===== config.mk =====
export PLATFORM = sky130hd
export DESIGN_NAME = dlsd_mul
export DESIGN_NICKNAME = d
export VERILOG_FILES = /design/src/hw/rtl/dlsd_pkg.sv /design/src/hw/rtl/dlsd_mul.sv
export SDC_FILE = /design/constraint.sdc
export NUM_CORES = 2
export LEC_CHECK = 0
export ABC_AREA = 1
export BUFFER_PORTS_ARGS = -buffer_cell sky130_fd_sc_hd__buf_4
export CORE_ASPECT_RATIO = 1.1
export CORE_MARGIN = 2
export CORE_UTILIZATION = 60
export CTS_BUF_LIST = sky130_fd_sc_hd__clkbuf_4 sky130_fd_sc_hd__clkbuf_8 sky130_fd_sc_hd__clkbuf_16
export DETAILED_ROUTE_END_ITERATION = 6
export PLACE_DENSITY = 0.8
export SYNTH_ARGS = -nofsm -noshare
export SYNTH_HDL_FRONTEND = slang
export SYNTH_SLANG_ARGS = --single-unit

===== constraint.sdc =====
create_clock -name i_clk -period 26.2 [get_ports i_clk]
set_input_delay 5.24 -clock i_clk [delete_from_list [all_inputs] [get_ports i_clk]]
set_output_delay 5.24 -clock i_clk [all_outputs]
set_load 0.03 [all_outputs]

===== src/hw/rtl/dlsd_pkg.sv =====
// Shared constants and gain tables for the delay line stereo decoder.
package dlsd_pkg;

    localparam int NUM_LINES   = 8;
    localparam int SAMPLE_BITS = 24;
    localparam int IDX_W       = $clog2(NUM_LINES);
    localparam int MUL_W       = 33;
    localparam int PROD_W      = 2 * MUL_W;
    localparam int GAIN_W      = 26;

    localparam logic [1:0] MODE_TABLE  = 2'd0;
    localparam logic [1:0] MODE_LEGACY = 2'd1;
    localparam logic [1:0] MODE_LEGROT = 2'd2;
    localparam logic [1:0] MODE_MONO   = 2'd3;

    localparam logic [1:0] CFG_MODE  = 2'd0;
    localparam logic [1:0] CFG_DEPTH = 2'd1;

    localparam logic [16:0] DEPTH_ONE = 17'd65536;

    localparam logic signed [GAIN_W-1:0] G_A = 26'sd8285330;
    localparam logic signed [GAIN_W-1:0] G_B = 26'sd1312267;
    localparam logic signed [GAIN_W-1:0] G_H = 26'sd8388608;
    localparam logic signed [GAIN_W-1:0] G_C = 26'sd5931642;

    localparam logic [22:0] K_LEGACY = 23'd3690988;
    localparam logic [22:0] K_MONO   = 23'd4697620;

    localparam logic [30:0] C_SIX   = 31'd178956971;
    localparam logic [30:0] C_ONE20 = 31'd8947849;
    localparam logic [30:0] C_5040  = 31'd213044;
    localparam logic [30:0] C_TWO4  = 31'd44739243;
    localparam logic [30:0] C_720   = 31'd1491308;

    localparam logic signed [31:0] Q30_ONE = 32'sd1073741824;

    // Fixed equal-power table, one entry per line.
    function automatic logic signed [GAIN_W-1:0] f_tab(input logic [IDX_W-1:0] idx,
                                                       input logic left);
        logic signed [GAIN_W-1:0] g;
        unique case (idx)
            3'd0:    g = left ? G_A  : G_B;
            3'd1:    g = left ? G_H  : 26'sd0;
            3'd2:    g = left ? -G_B : -G_A;
            3'd3:    g = left ? -G_H : 26'sd0;
            3'd4:    g = left ? G_B  : G_A;
            3'd5:    g = left ? 26'sd0 : -G_H;
            3'd6:    g = left ? -G_A : -G_B;
            3'd7:    g = left ? 26'sd0 : G_H;
            default: g = 26'sd0;
        endcase
        return g;
    endfunction

    // Legacy sign matrix scaled by 1/sqrt8.
    function automatic logic signed [GAIN_W-1:0] f_legacy(input logic [IDX_W-1:0] idx,
                                                          input logic left);
        logic neg;
        neg = left ? idx[1] : (idx[0] ^ idx[1]);
        return neg ? -G_C : G_C;
    endfunction

    // Base gain ahead of rotation: signed legacy or table magnitude.
    function automatic logic signed [GAIN_W-1:0] f_base(input logic [IDX_W-1:0] idx,
                                                        input logic mono,
                                                        input logic left);
        logic signed [GAIN_W-1:0] t;
        t = f_tab(idx, left);
        if (mono) begin
            return (t < 0) ? -t : t;
        end
        return f_legacy(idx, left);
    endfunction

    // Polarity of a line in mono-safe mode.
    function automatic logic f_pol_neg(input logic [IDX_W-1:0] idx);
        logic signed [GAIN_W:0] s;
        s = (GAIN_W+1)'(f_tab(idx, 1'b1)) + (GAIN_W+1)'(f_tab(idx, 1'b0));
        return s < 0;
    endfunction

endpackage


===== src/hw/rtl/dlsd_mul.sv =====
// Shared signed multiplier with registered product.
module dlsd_mul (
    input  logic                                 i_clk,
    input  logic signed [dlsd_pkg::MUL_W-1:0]    i_a,
    input  logic signed [dlsd_pkg::MUL_W-1:0]    i_b,
    output logic signed [dlsd_pkg::PROD_W-1:0]   o_p
);

    logic signed [dlsd_pkg::PROD_W-1:0] r_p;

    always_ff @(posedge i_clk) begin
        r_p <= i_a * i_b;
    end

    assign o_p = r_p;

endmodule


## Word-level counts from Yosys, hierarchy flattened

Index checks and enable logic that the tools add are counted.
W data, S select, Z words.

- Memory bits (read-only): 0
- Word-level logic and storage cells: 2
- Bits in writable memories: 0
- Bits of input ports: 67
- Memories kept: 0
- Bits in registers: 66
- Latch bits: 0
- Output and inout port bits: 66

- Add/subtract/negate cells: 0
- Reductions and logical operators: 0
- Multiply operators: 1
- Muxes and demuxes: 0
- Magnitude comparators: 0
- Bitwise gates (word level): 0
- Shift operators: 0
- Equal/unequal tests: 0
- Divide/modulo/power cells: 0

Operators with widths:

| kind | number |
|---|---|
| $mul A33 B33 Y66 | 1 |

## Depth between registers and ports, before layout

- Depth after elaboration: 1
- Depth in mapped cells: 34
- Depth with buffers taken out: 32

## Worst setup path before layout

No wires, ideal clock.

- Path type: in2reg
- From: input i_a[32] (netlist bit)
- To: register r_p (netlist bit o_p[60])
- Buffers on the path: 2
- Required time: 26.087 ns
- Arrival time: 11.883 ns
- Slack: 14.204 ns
- Library setup time: 0.113 ns
- Stages: 23
- Cells stage by stage: clkbuf_1 > clkbuf_1 > nand2_1 > inv_1 > fa_1 > fa_1 > fa_1 > fa_1 > inv_1 > fa_1 > fa_1 > fa_1 > fa_1 > inv_1 > ha_1 > nand2_1 > nor2_1 > inv_1 > nor3_1 > nand2_1 > and2_0 > nand4_1 > nand2_1

- Cells in the longest elaborated chain, start to end: 1

RTL lines:

| item | RTL line | text |
|---|---|---|
| start: declaration | dlsd_mul.sv:4 | `input logic signed [dlsd_pkg::MUL_W-1:0] i_a,` |
| $mul A33 B33 Y66 | dlsd_mul.sv:12 | `r_p <= i_a * i_b;` |
| end signal: assignment | dlsd_mul.sv:12 |  |
| end: declaration | dlsd_mul.sv:9 | `logic signed [dlsd_pkg::PROD_W-1:0] r_p;` |

Every way passes these cells.

## Final worst setup path

- From: input i_a[32] (netlist bit)
- To: register r_p (netlist bit o_p[64])

Same word-level chain as after synthesis.

==> load_flow_metrics.sql <==
INSERT INTO impl_metrics (metric_group, metric, value, unit) VALUES
('worst_setup_path', 'crit_path_arrival_time', '12.69', 'ns'),
('floorplanning', 'die_outline_height', '285', 'um'),
('worst_setup_path', 'path_common_cell', 'sky130_fd_sc_hd__fa_1', ''),
('sta', 'drv_slew', '0', ''),
('clock_tree', 'clock-sinks', '66', ''),
('synth', 'postSynthNetCount', '6972', ''),
('clock_tree', 'clock_tree_from_tritoncts', 'done', ''),
('worst_setup_path', 'timing.setup.critical_path_class', 'in -> reg', ''),
('sta', 'max_slew_margin', '0.312', ''),
('worst_setup_path', 'crit_fanout', '33', ''),
('clock_tree', 'cts-hold-fix-buffers', '0', ''),
('floorplanning', 'start_util', '0.604', ''),
('grt', 'grt_max_degree', '35', ''),
('worst_setup_path', 'worst_ep_required_time', '26.44', 'ns'),
('synth', 'most_area_consuming_cells_after_synthesis', 'sky130_fd_sc_hd__fa_1, sky130_fd_sc_hd__inv_1, sky130_fd_sc_hd__nand2_1', ''),
('floorplanning', 'die_area', '74100', 'um^2'),
('synth', 'distinct_cell_type_count_of_the_synthesized_netlist', '35', ''),
('min_path', 'worst_hold_startpoint', 'i_b[0]', ''),
('grt', 'grt_overflow', '0', ''),
('clock_tree', 'clock_tree.root_cell', 'sky130_fd_sc_hd__clkbuf_16', ''),
('synth', 'synth.largest_area_cell', 'sky130_fd_sc_hd__fa_1', ''),
('clock_tree', 'clk_pin_slew', '0.06', 'ns'),
('worst_setup_path', 'worstPathCellList', 'buf_4 > nand2_1 > inv_1 > fa_1 > fa_1 > fa_1 > fa_1 > fa_1 > fa_1 > fa_1 > inv_1 > fa_1 > inv_1 > ha_1 > nand2_1 > nor2_1 > nand2_1 > nor4_1 > nand2_1 > nand3_1 > nand2_1', ''),
('final_layout', 'synthToLayoutAreaGrowth', '3.53', '%'),
('final_layout', 'postLayoutCellArea', '44700', 'um^2'),
('worst_setup_path', 'worst_setup_path_end_kind', 'flop', ''),
('routing', 'drcViolationCount', '0', ''),
('final_layout', 'mostFrequentLayoutCells', 'sky130_fd_sc_hd__inv_1, sky130_fd_sc_hd__nand2_1, sky130_fd_sc_hd__fa_1', ''),
('worst_setup_path', 'timing.critical_path.max_delay_family', 'adder cells', ''),
('clock_tree', 'tritoncts_buffer_count', '9', ''),
('min_path', 'endpoint_worst_hold', 'o_p[0]', ''),
('routing', 'route.detailed.wl_per_inst', '18.1', 'um'),
('worst_setup_path', 'worst_setup_path_start_kind', 'primary input', ''),
('sta', 'setup_tns', '0', 'ns'),
('floorplanning', 'top_level_ports', '133', ''),
('synth', 'synth-seq-cells', '66', ''),
('final_layout', 'finalCoreUtilization', '0.625', ''),
('synth', 'mapped_cell_area', '43200', 'um^2'),
('min_path', 'hold_path_class', 'in -> reg', ''),
('final_layout', 'layout_commonest_cell', 'sky130_fd_sc_hd__inv_1', ''),
('routing', 'num_vias', '33695', ''),
('final_layout', 'post_route_cells_drive_above_1_share', '0.0389', ''),
('floorplanning', 'placement_rows', '103', ''),
('sta', 'setup_viol', '0', ''),
('worst_setup_path', 'critical_path_cell_count', '21', ''),
('sta', 'finalWorstPathRequiredPeriod', '12.44', 'ns'),
('final_layout', 'max_reg_flops', '66', ''),
('min_path', 'whs_path_depth', '3', ''),
('clock_tree', 'htree_num_levels', '3', ''),
('final_layout', 'fillers', '6110', ''),
('grt', 'antenna_found_initial', '8', ''),
('placed_design', 'place.detailed.hpwl', '95500', 'um'),
('placed_design', 'place_ws', '13.45', 'ns'),
('final_layout', 'finalNetCount', '6854', ''),
('routing', 'vias_per_cell', '5.28', ''),
('clock_tree', 'post-cts-setup-buffer-count', '0', ''),
('routing', 'postRouteAntennaNets', '0', ''),
('clock_tree', 'cts_repair_resize_count', '0', ''),
('grt', 'gr-usage-all-layers', '0.333', ''),
('placed_design', 'globalplace.congestion', '0.973', ''),
('placed_design', 'port_buf_inserts', '132', ''),
('sta', 'worstMarginPinSlew', '1.03', 'ns'),
('outcome', 'run_status', 'completed', ''),
('grt', 'first_pass_grt_wire_length', '192000', 'um'),
('clock_tree', 'cts_buffer_depth', '2', ''),
('synth', 'syn-instance-count', '5543', ''),
('synth', 'postSynthAreaPerCell', '7.79', 'um^2'),
('synth', 'ys_warn_count', '0', ''),
('worst_setup_path', 'delay_of_the_slowest_cell_on_the_worst_path', '1.23', 'ns'),
('routing', 'dr.first_iter.drc_count', '2263', ''),
('grt', 'grt_pass1_vias', '38400', '');
## metrics by stage
stage / hold WS [ns] / cells
final: 5.31 / 6382
after global routing: 5.32 / 6380
after CTS: 5.29 / 6375
after detailed placement: 5.66 / 6359
after global placement: 5.66 / 6359
after floorplan: 5.50 / 5543
## layout make-up
cell class	count	area, um^2	share of cell area
clock inverter	4	51.3	0.00115
inverter	1895	7110	0.159
antenna	7	17.5	0.000392
multi-input combinational	3319	33800	0.755
timing repair buffer	134	1010	0.0225
sequential	66	1320	0.0296
tap	945	1180	0.0265
clock buffer	12	254	0.00568
## worst max path at each step
stage / end / startpoint / slack (ns)
2_1_floorplan: o_p[60] / i_a[32] / 14.20
3_3_place_gp: o_p[64] / i_a[32] / 13.53
3_5_place_dp: o_p[64] / i_a[32] / 13.45
4_1_cts: o_p[64] / i_a[32] / 13.76
5_1_grt: o_p[54] / i_a[32] / 13.34
6_report: o_p[64] / i_a[32] / 13.76
## cells by family after synthesis
logic type | count (synthesis) | synth area share
simple gates | 1810 | 0.166
compound gates | 106 | 0.0138
xor+xnor | 41 | 0.00832
fa+ha+maj | 1362 | 0.594
buf+inv | 2158 | 0.188
flops | 66 | 0.0306
## routing by layer
metal / vias to the layer above / wire length [um] / global-route usage / part of all wire
met1: 16678 / 39200 / 0.378 / 0.34
met2: 1688 / 57900 / 0.575 / 0.50
met4: 4 / 8700 / 0.221 / 0.075
li1: 14740 / - / - / -
met3: 585 / 9390 / 0.0587 / 0.081
met5: - / 22 / 0 / 0.00019
## synthesized netlist by cell type
library cell	n
sky130_fd_sc_hd__inv_1	1894
sky130_fd_sc_hd__nand2_1	1517
sky130_fd_sc_hd__fa_1	1145
sky130_fd_sc_hd__clkbuf_1	262
sky130_fd_sc_hd__ha_1	217
sky130_fd_sc_hd__nor2_1	131
sky130_fd_sc_hd__nand3_1	70
sky130_fd_sc_hd__dfxtp_1	66
sky130_fd_sc_hd__a21oi_1	61
sky130_fd_sc_hd__xor2_1	37
sky130_fd_sc_hd__nor2_2	20
sky130_fd_sc_hd__nand4_1	19
sky130_fd_sc_hd__o21ai_0	19
sky130_fd_sc_hd__nand2_2	17
sky130_fd_sc_hd__o21bai_1	14
sky130_fd_sc_hd__nand3_2	8
sky130_fd_sc_hd__nor3_1	7
sky130_fd_sc_hd__or2_2	5
sky130_fd_sc_hd__a21oi_2	4
sky130_fd_sc_hd__nor4_1	4
sky130_fd_sc_hd__xnor2_1	4
sky130_fd_sc_hd__nand3b_1	3
sky130_fd_sc_hd__nor2_4	3
sky130_fd_sc_hd__o21ai_1	3
sky130_fd_sc_hd__a21o_1	2
sky130_fd_sc_hd__and2_1	2
sky130_fd_sc_hd__a21boi_0	1
sky130_fd_sc_hd__and2_0	1
sky130_fd_sc_hd__buf_1	1
sky130_fd_sc_hd__inv_2	1
sky130_fd_sc_hd__nor3_2	1
sky130_fd_sc_hd__nor4_2	1
sky130_fd_sc_hd__o21a_1	1
sky130_fd_sc_hd__o21ai_2	1
sky130_fd_sc_hd__or2_1	1
Power is not shown: default switching activity piles up to over one toggle a cycle in this logic, so the estimate is an artifact.
